`config.mk`:
```
export PLATFORM = sky130hd
export DESIGN_NAME = page_frame_bitmap_allocator
export DESIGN_NICKNAME = d
export VERILOG_FILES = /design/src/rtl/pfba_pkg.sv /design/src/rtl/page_frame_bitmap_allocator.sv
export SDC_FILE = /design/constraint.sdc
export NUM_CORES = 2
export LEC_CHECK = 0
export ABC_AREA = 1
export BUFFER_PORTS_ARGS = -buffer_cell sky130_fd_sc_hd__buf_2
export CAP_MARGIN = 20
export CORE_ASPECT_RATIO = 1.1
export CORE_MARGIN = 2
export CORE_UTILIZATION = 39
export DETAILED_ROUTE_END_ITERATION = 7
export PLACE_DENSITY_LB_ADDON = 0.12
export SETUP_SLACK_MARGIN = 0.15
export SLEW_MARGIN = 5
export SYNTH_ARGS = -nofsm -noshare
export SYNTH_HDL_FRONTEND = slang
export SYNTH_SLANG_ARGS = --single-unit
```
`constraint.sdc`:
```
create_clock -name clock -period 8.9 [get_ports clock]
set_input_delay 0.445 -clock clock [delete_from_list [all_inputs] [get_ports clock]]
set_output_delay 0.445 -clock clock [all_outputs]
set_load 0.005 [all_outputs]
```
`src/rtl/pfba_pkg.sv`:
```
package pfba_pkg;

   // bitmap geometry
   localparam int MAX_FRAMES  = 4096;
   localparam int WORD_BITS   = 32;
   localparam int WORD_COUNT  = (MAX_FRAMES + WORD_BITS - 1) / WORD_BITS;
   localparam int WORD_IDX_W  = $clog2(WORD_COUNT);
   localparam int BIT_IDX_W   = $clog2(WORD_BITS);

   // field widths
   localparam int FRAME_W     = 12;
   localparam int COUNT_W     = 13;
   localparam int FRAME_SPAN  = 4096;
   localparam int LIMIT_CAP   = (MAX_FRAMES < FRAME_SPAN) ? MAX_FRAMES : FRAME_SPAN;

   // register map
   localparam int CSR_ADDR_W  = 2;
   localparam logic [CSR_ADDR_W-1:0] FRAME_COUNT_ADDR = 2'd0;
   localparam logic [COUNT_W-1:0]    FRAME_COUNT_RESET = 13'd4096;

   typedef enum logic [1:0] {
      ACT_ALLOC = 2'd0,
      ACT_FREE  = 2'd1,
      ACT_TEST  = 2'd2
   } action_type;

   typedef enum logic [1:0] {
      ST_DONE      = 2'd0,
      ST_NOP       = 2'd1,
      ST_NONE_FREE = 2'd2
   } status_type;

   // request beat, last field in the lowest bits
   typedef struct packed {
      logic [FRAME_W-1:0] frame_number;
      logic               is_writable;
      logic               is_kernel;
      logic [FRAME_W-1:0] current_frame;
      logic [1:0]         action;
   } req_type;

   // response beat, last field in the lowest bits
   typedef struct packed {
      logic               in_use;
      logic               user_mode;
      logic               read_write;
      logic               present;
      logic [FRAME_W-1:0] frame;
      status_type         status;
   } rsp_type;

   localparam int REQ_W      = $bits(req_type);
   localparam int RSP_W      = $bits(rsp_type);
   localparam int REQ_DATA_W = ((REQ_W + 7) / 8) * 8;
   localparam int RSP_DATA_W = ((RSP_W + 7) / 8) * 8;

endpackage

```
`src/rtl/page_frame_bitmap_allocator.sv`:
```
// First-fit page frame allocator over a used-bit bitmap.
// req channel: one beat per request (allocate, free or test of a frame).
// rsp channel: exactly one beat per request, in request order.
// csr port: frame_count at byte address 0, the number of frames managed.
// The bitmap sits in a 128 x 32 synchronous memory with registered reads.
// Request handling, from request beat to response beat:
//   allocate with a frame already assigned, free with no frame,
//   unknown action: straight to the done state
//   free of a frame, test: one memory read, then for a free modify and write back
//   allocate: a scan from word 0 up to the last word read (the word
//   holding the frame, or the last word checked when none is free);
//   the scan reads one bitmap word per cycle, up to 128 words
// One request is in work at a time; the next request beat is taken once
// the current one has its response in the output register, even while
// that response still waits for rsp_tready. A stalled receiver holds the
// response and, after one more request, stops further requests.
// Reset: all frames free at once (per-word valid bits, no clearing pass),
// frame_count back to 4096, no response pending.
module page_frame_bitmap_allocator (
   input  logic                              clock,
   input  logic                              reset,
   // fields from bit 0: action, current_frame, is_kernel, is_writable, frame_number
   input  logic                              req_tvalid,
   output logic                              req_tready,
   input  logic [pfba_pkg::REQ_DATA_W-1:0]   req_tdata,
   // fields from bit 0: status, frame, present, read_write, user_mode, in_use
   output logic                              rsp_tvalid,
   input  logic                              rsp_tready,
   output logic [pfba_pkg::RSP_DATA_W-1:0]   rsp_tdata,
   input  logic                              csr_psel,
   input  logic                              csr_penable,
   input  logic                              csr_pwrite,
   input  logic [pfba_pkg::CSR_ADDR_W-1:0]   csr_paddr,
   input  logic [31:0]                       csr_pwdata,
   output logic [31:0]                       csr_prdata,
   output logic                              csr_pready
);
   import pfba_pkg::*;

   typedef enum logic [3:0] {
      S_IDLE = 4'b0001,
      S_SCAN = 4'b0010,
      S_RMW  = 4'b0100,
      S_DONE = 4'b1000
   } state_type;

   state_type              state_ff, state_in;
   req_type                req_ff, req_in;
   rsp_type                res_ff, res_in;
   rsp_type                rsp_ff, rsp_in;
   logic                   rsp_valid_ff, rsp_valid_in;
   logic [WORD_IDX_W-1:0]  chk_ff, chk_in;
   logic [COUNT_W-1:0]     frame_count_ff;

   // bitmap memory
   logic [WORD_BITS-1:0]   bitmap_mem [WORD_COUNT];
   logic [WORD_COUNT-1:0]  valid_ff;
   logic [WORD_BITS-1:0]   rd_word_ff;
   logic                   rd_valid_ff;
   logic                   rd_en, wr_en;
   logic [WORD_IDX_W-1:0]  rd_addr, wr_addr;
   logic [WORD_BITS-1:0]   wr_word;
   logic [WORD_BITS-1:0]   word;

   req_type                req_beat;
   logic                   req_take;
   logic [COUNT_W-1:0]     limit;
   logic [WORD_IDX_W:0]    limit_words;
   logic [BIT_IDX_W-1:0]   limit_bits;
   logic [WORD_BITS-1:0]   usable;
   logic [WORD_BITS-1:0]   free_vec;
   logic                   found;
   logic [BIT_IDX_W-1:0]   found_idx;
   logic                   scan_end;
   logic [BIT_IDX_W-1:0]   bit_sel;
   logic                   csr_wr;

   assign req_beat   = req_type'(req_tdata[REQ_W-1:0]);
   assign req_tready = (state_ff == S_IDLE);
   assign req_take   = req_tvalid && req_tready;

   assign rsp_tvalid = rsp_valid_ff;
   assign rsp_tdata  = RSP_DATA_W'(rsp_ff);

   // an entry never written since reset reads as all free
   assign word = rd_valid_ff ? rd_word_ff : '0;

   // managed limit, capped by the bitmap size
   assign limit       = (frame_count_ff > COUNT_W'(LIMIT_CAP)) ? COUNT_W'(LIMIT_CAP)
                                                               : frame_count_ff;
   assign limit_words = limit[COUNT_W-1:BIT_IDX_W];
   assign limit_bits  = limit[BIT_IDX_W-1:0];

   // frames of the word under check that lie below the limit
   always_comb begin
      if ({1'b0, chk_ff} < limit_words) begin
         usable = '1;
      end else if ({1'b0, chk_ff} == limit_words) begin
         usable = (WORD_BITS'(1) << limit_bits) - WORD_BITS'(1);
      end else begin
         usable = '0;
      end
   end

   assign free_vec = ~word & usable;

   // lowest free bit of the word
   always_comb begin
      found     = 1'b0;
      found_idx = '0;
      for (int i = WORD_BITS - 1; i >= 0; i--) begin
         if (free_vec[i]) begin
            found     = 1'b1;
            found_idx = BIT_IDX_W'(i);
         end
      end
   end

   // no later word can hold a frame below the limit
   assign scan_end = (chk_ff == WORD_IDX_W'(WORD_COUNT - 1)) ||
                     ({1'b0, chk_ff} >= limit_words);

   assign bit_sel = (req_ff.action == ACT_FREE) ? req_ff.current_frame[BIT_IDX_W-1:0]
                                                : req_ff.frame_number[BIT_IDX_W-1:0];

   // request sequencer
   always_comb begin
      state_in = state_ff;
      req_in   = req_ff;
      res_in   = res_ff;
      chk_in   = chk_ff;
      rd_en    = 1'b0;
      rd_addr  = '0;
      wr_en    = 1'b0;
      wr_addr  = chk_ff;
      wr_word  = word;
      rsp_in   = rsp_ff;
      rsp_valid_in = rsp_valid_ff && !rsp_tready;

      unique case (state_ff)
         S_IDLE: begin
            if (req_take) begin
               req_in = req_beat;
               res_in = '{in_use: 1'b0, user_mode: 1'b0, read_write: 1'b0,
                          present: 1'b0, frame: '0, status: ST_NOP};
               case (req_beat.action)
                  ACT_ALLOC: begin
                     if (req_beat.current_frame != '0) begin
                        res_in.frame = req_beat.current_frame;
                        state_in     = S_DONE;
                     end else begin
                        rd_en    = 1'b1;
                        rd_addr  = '0;
                        chk_in   = '0;
                        state_in = S_SCAN;
                     end
                  end
                  ACT_FREE: begin
                     if (req_beat.current_frame != '0) begin
                        rd_en    = 1'b1;
                        rd_addr  = req_beat.current_frame[FRAME_W-1:BIT_IDX_W];
                        state_in = S_RMW;
                     end else begin
                        state_in = S_DONE;
                     end
                  end
                  ACT_TEST: begin
                     rd_en    = 1'b1;
                     rd_addr  = req_beat.frame_number[FRAME_W-1:BIT_IDX_W];
                     state_in = S_RMW;
                  end
                  default: begin
                     state_in = S_DONE;
                  end
               endcase
            end
         end
         S_SCAN: begin
            // read the next word while this one is checked
            rd_en   = 1'b1;
            rd_addr = chk_ff + WORD_IDX_W'(1);
            if (found) begin
               wr_en   = 1'b1;
               wr_addr = chk_ff;
               wr_word = word | (WORD_BITS'(1) << found_idx);
               res_in.status     = ST_DONE;
               res_in.frame      = {chk_ff, found_idx};
               res_in.present    = 1'b1;
               res_in.read_write = req_ff.is_writable;
               res_in.user_mode  = !req_ff.is_kernel;
               state_in = S_DONE;
            end else if (scan_end) begin
               res_in.status = ST_NONE_FREE;
               state_in = S_DONE;
            end else begin
               chk_in = chk_ff + WORD_IDX_W'(1);
            end
         end
         S_RMW: begin
            res_in.status = ST_DONE;
            if (req_ff.action == ACT_FREE) begin
               wr_en   = 1'b1;
               wr_addr = req_ff.current_frame[FRAME_W-1:BIT_IDX_W];
               wr_word = word & ~(WORD_BITS'(1) << bit_sel);
            end else begin
               res_in.in_use = word[bit_sel];
            end
            state_in = S_DONE;
         end
         S_DONE: begin
            if (!rsp_valid_ff || rsp_tready) begin
               rsp_in       = res_ff;
               rsp_valid_in = 1'b1;
               state_in     = S_IDLE;
            end
         end
         default: begin
            state_in = S_IDLE;
         end
      endcase
   end

   // control registers
   always_ff @(posedge clock) begin
      if (reset) begin
         state_ff     <= S_IDLE;
         rsp_valid_ff <= 1'b0;
      end else begin
         state_ff     <= state_in;
         rsp_valid_ff <= rsp_valid_in;
      end
   end

   // payload registers
   always_ff @(posedge clock) begin
      req_ff <= req_in;
      res_ff <= res_in;
      rsp_ff <= rsp_in;
      chk_ff <= chk_in;
   end

   // bitmap storage and read port
   always_ff @(posedge clock) begin
      if (wr_en) begin
         bitmap_mem[wr_addr] <= wr_word;
      end
      if (rd_en) begin
         rd_word_ff <= bitmap_mem[rd_addr];
      end
   end

   // per-word written marks
   always_ff @(posedge clock) begin
      if (reset) begin
         valid_ff    <= '0;
         rd_valid_ff <= 1'b0;
      end else begin
         if (wr_en) begin
            valid_ff[wr_addr] <= 1'b1;
         end
         if (rd_en) begin
            rd_valid_ff <= valid_ff[rd_addr];
         end
      end
   end

   // configuration port
   assign csr_wr     = csr_psel && csr_penable && csr_pwrite && csr_pready;
   assign csr_pready = 1'b1;
   assign csr_prdata = (csr_paddr == FRAME_COUNT_ADDR) ? 32'(frame_count_ff) : '0;

   always_ff @(posedge clock) begin
      if (reset) begin
         frame_count_ff <= FRAME_COUNT_RESET;
      end else if (csr_wr && (csr_paddr == FRAME_COUNT_ADDR)) begin
         frame_count_ff <= csr_pwdata[COUNT_W-1:0];
      end
   end

   // bitmap writes only come from the scan hit or the free write-back
   assert property (@(posedge clock) disable iff (reset)
      wr_en |-> (state_ff == S_SCAN || state_ff == S_RMW))
      else $error("bitmap written outside scan or write-back");

   // a taken request is never followed by another in the next cycle
   assert property (@(posedge clock) disable iff (reset)
      req_take |=> !req_tready)
      else $error("request taken while previous still in work");

   // a new response only comes out of the done state
   assert property (@(posedge clock) disable iff (reset)
      (rsp_valid_in && !(rsp_valid_ff && !rsp_tready)) |-> (state_ff == S_DONE))
      else $error("response loaded outside done state");

   // the scan never runs past the managed limit
   assert property (@(posedge clock) disable iff (reset)
      (state_ff == S_SCAN) |-> ({1'b0, chk_ff} <= limit_words))
      else $error("scan beyond frame limit");

endmodule
```
==> flow_metrics.tcl <==
set metrics [dict create \
    status "complete, no violations" \
    start_util_pct 39.2 \
    cap_violations 0 \
    r2r-start "frame_count_ff[3]" \
    syn_to_final_growth_pct 14.3 \
    hold-worst-slack_ps 141 \
    cts-buffers-inserted 443 \
    layout.nets 13800 \
    die_w_um 637 \
    final-max-slew-violation-count 0 \
    hold_path_end "req_ff[17]" \
    synth_flop_cell "edfxtp_1" \
    clkPwrFrac_pct 39.1 \
    r2r_slack_ps 2040 \
    ys_warn_count 0 \
    cp_slowest_stage_delay_ps 740 \
    synth-seq-cells 4339 \
    cts-htree-levels 5 \
    die_area_um2 446000 \
    p_switching_mw 12.6 \
    routed_via_density 5.97 \
    finalSetupTns_ps 0 \
    synth_common_cells "edfxtp_1 (4192), nor2_1 (3384), o21ai_0 (2670)" \
    cp-end-kind "flop" \
    first_pass_iters 6 \
    critPathSlowestCell "nor2_4" \
    clk_latency_ps 1030 \
    p_sw_share_pct 26.7 \
    holdPathStages 2 \
    max-slew-margin-rel_pct 17.5 \
    synth_cells 13700 \
    portBuffers 82 \
    ant_nets 0 \
    grt_pass1_vias 112000 \
    post_drt_wl_per_cell_um 31.7 \
    powerDensity_nw_per_um2 239 \
    pre_cts_slack_ps 2060 \
    ioPinCount 132 \
    ir_drop_v 0.000166 \
    yosysUniqueCellTypes 47 \
    core_um2 439000 \
    cts_num_sinks 4339 \
    syn-cell-area_um2 172000 \
    die_height_um 701 \
    period_share_pct 77.1 \
    clk_path_buf_depth 4 \
    yosysSeqAreaShare_pct 74.9 \
    utilization_pct 44.8 \
    grt_pass1_wl_um 872000 \
    cts_resized 0 \
    cp-start-kind "flop" \
    postCtsSetupRepairBufs 0 \
    syn_avg_cell_area_um2 12.6 \
    seq_power_share_pct 48.6 \
    r2r_cells 32 \
    cts_root_buffer "clkbuf_16" \
    max_freq_mhz 146 \
    combPwrFrac_pct 12.2 \
    fin_crit_ps 6860 \
    min_from "req_tdata[17]" \
    synth-edff-count 4192 \
    gp_congestion 0.897 \
    crit_arrival_ps 7460 \
    reg2reg_to "bitmap_mem[13][27]" \
    grt-ovfl-total 0 \
    grt_max_degree 155 \
    drive_above_1_share_pct 9.93 \
    synth.top_cell.area_share_pct 73.2 \
    finalSetupViolCount 0 \
    crit_type "reg2reg" \
    grt_setup_unrepaired "false" \
    grtUsageTotal_pct 27.3 \
    worst_pin_slew_ps 1240 \
    synth.area.top_cells "edfxtp_1 (73%), o21ai_0 (7.8%), nor2_1 (7.4%), o22ai_1 (4.5%), clkbuf_1 (2.0%)" \
    wl_um 630000 \
    cpMostUsedCell "nand2_1" \
    p_int_mw 34.5 \
    dp_hpwl_um 348000 \
    yosys.cell_count.top_type "edfxtp_1" \
    fin_ws_ps 2040 \
    worstPathRequired_ps 9500 \
    drcViolationCount 0 \
    antenna_found_initial 31 \
    worstPathMaxFanout 26 \
    yosysTopAreaCell "edfxtp_1" \
    hold_viol_final 0 \
    vias 119000 \
    finalPower_mw 47.1 \
    fin_worst_skew_ps 69.1 \
    clkSlewWorstSetupHoldPaths_ps 70 \
    rows 255 \
    async_flop_share_pct 0 \
    drt_iter0_markers 16000 \
    cts_tree "built" \
    hold_class "in2reg" \
    leakage_nw 63.5 \
]
cell type report:
cell class / instances / area, um2
flip-flops and latches: 4339 / 129000
clock inverters: 255 / 2280
fillers: 39300 / 242000
multi-input cells: 8158 / 40100
diodes: 4 / 10.0
clock buffers: 564 / 11900
inverters: 202 / 797
well taps: 5782 / 7230
repair buffers: 591 / 5450
layer usage:
layer | up-vias | global-route usage [%] | share of wire, %
li1 | 50800 | - | -
met1 | 61200 | 36.7 | 40
met2 | 5804 | 43.5 | 46
met3 | 1052 | 4.51 | 8.7
met4 | 4 | 12.8 | 5.4
met5 | - | 0.215 | 0.024
how the worst max path moves through the flow:
| stage | start | end | slack [ps] | cells after the start |
|---|---|---|---|---|
| after floorplan | frame_count_ff[4] | bitmap_mem[0][11] | -880 | 48 |
| after global placement | frame_count_ff[3] | bitmap_mem[31][17] | 1420 | 52 |
| after detailed placement | frame_count_ff[3] | bitmap_mem[106][3] | 2060 | 32 |
| after CTS | frame_count_ff[3] | bitmap_mem[106][28] | 2020 | 32 |
| after global routing | frame_count_ff[3] | bitmap_mem[75][17] | 1470 | 52 |
| final | frame_count_ff[3] | bitmap_mem[13][27] | 2040 | 32 |
cell families after synthesis:
logic type | after synthesis | synth area share [%]
AOI/OAI and AO/OA | 4219 | 13.6
xor gates and xnor gates | 1 | 0.00509
adders and majority gates | 13 | 0.0946
buffers and inverters | 1204 | 2.72
DFF | 4339 | 74.9
other | 2 | 0.00437
and+or+nand+nor | 3899 | 8.69
cells in the final DEF (no fill, tap or decap), types with 10 or more instances in the layout:
cell type / instances
clkbuf_16: 453
nor2_4: 129
o221ai_1: 20
a21oi_1: 86
clkinv_2: 74
edfxtp_1: 4192
nor2_1: 3255
o32ai_1: 116
inv_1: 180
o32ai_2: 18
nand4_1: 35
bufinv_16: 34
buf_4: 380
conb_1: 26
dfxtp_1: 147
clkbuf_1: 99
clkinvlp_4: 20
dlygate4sd3_1: 37
o211ai_1: 19
clkinv_1: 112
nand2_1: 352
buf_2: 83
buf_12: 86
nand3_1: 56
o21ai_1: 10
o31ai_1: 21
ha_1: 13
o21ai_0: 2663
o22ai_1: 1223
nand2_4: 19
clkbuf_8: 12
inv_2: 11
nor3_1: 19
power groups by stage:
stage          logic (mW)  clock network (mW)  registers (mW)
3_3_place_gp         5.59                   0            23.3
5_1_grt              6.04                19.4            22.9
4_1_cts              5.67                18.6            22.9
2_1_floorplan        2.80                   0            23.4
3_5_place_dp         5.64                   0            23.3
6_report             5.76                18.4            22.9
through the flow:
stage	area, um2	cells
after global routing	197000	19900
after detailed placement	182000	19000
after global placement	182000	19000
after CTS	196000	19900
after floorplan	172000	13700
final	197000	19900
worst max-delay path: cells and delay by family (launching register included):
family                     cells  cell delay (ps)
AOI/OAI and AO/OA              2              510
adders and majority gates      1              290
buffers and inverters         11             2010
DFF                            1              500
and+or+nand+nor               18             3060
state kept, by name, summed over array words and instances, names as in the netlist:
signal	count
rd_word_ff	32
valid_ff	128
bitmap_mem	4096
state_ff	4
rsp_tvalid	1
frame_count_ff	13
chk_ff	7
res_ff	18
rsp_tdata	18
req_ff	21
rd_valid_ff	1
repair_timing:
item | in CTS | in global routing
setup endpoints to repair | 0 | 0
hold endpoints to repair | 80 | 0
hold buffers | 37 | 0
(Power assumes the default switching activity.)
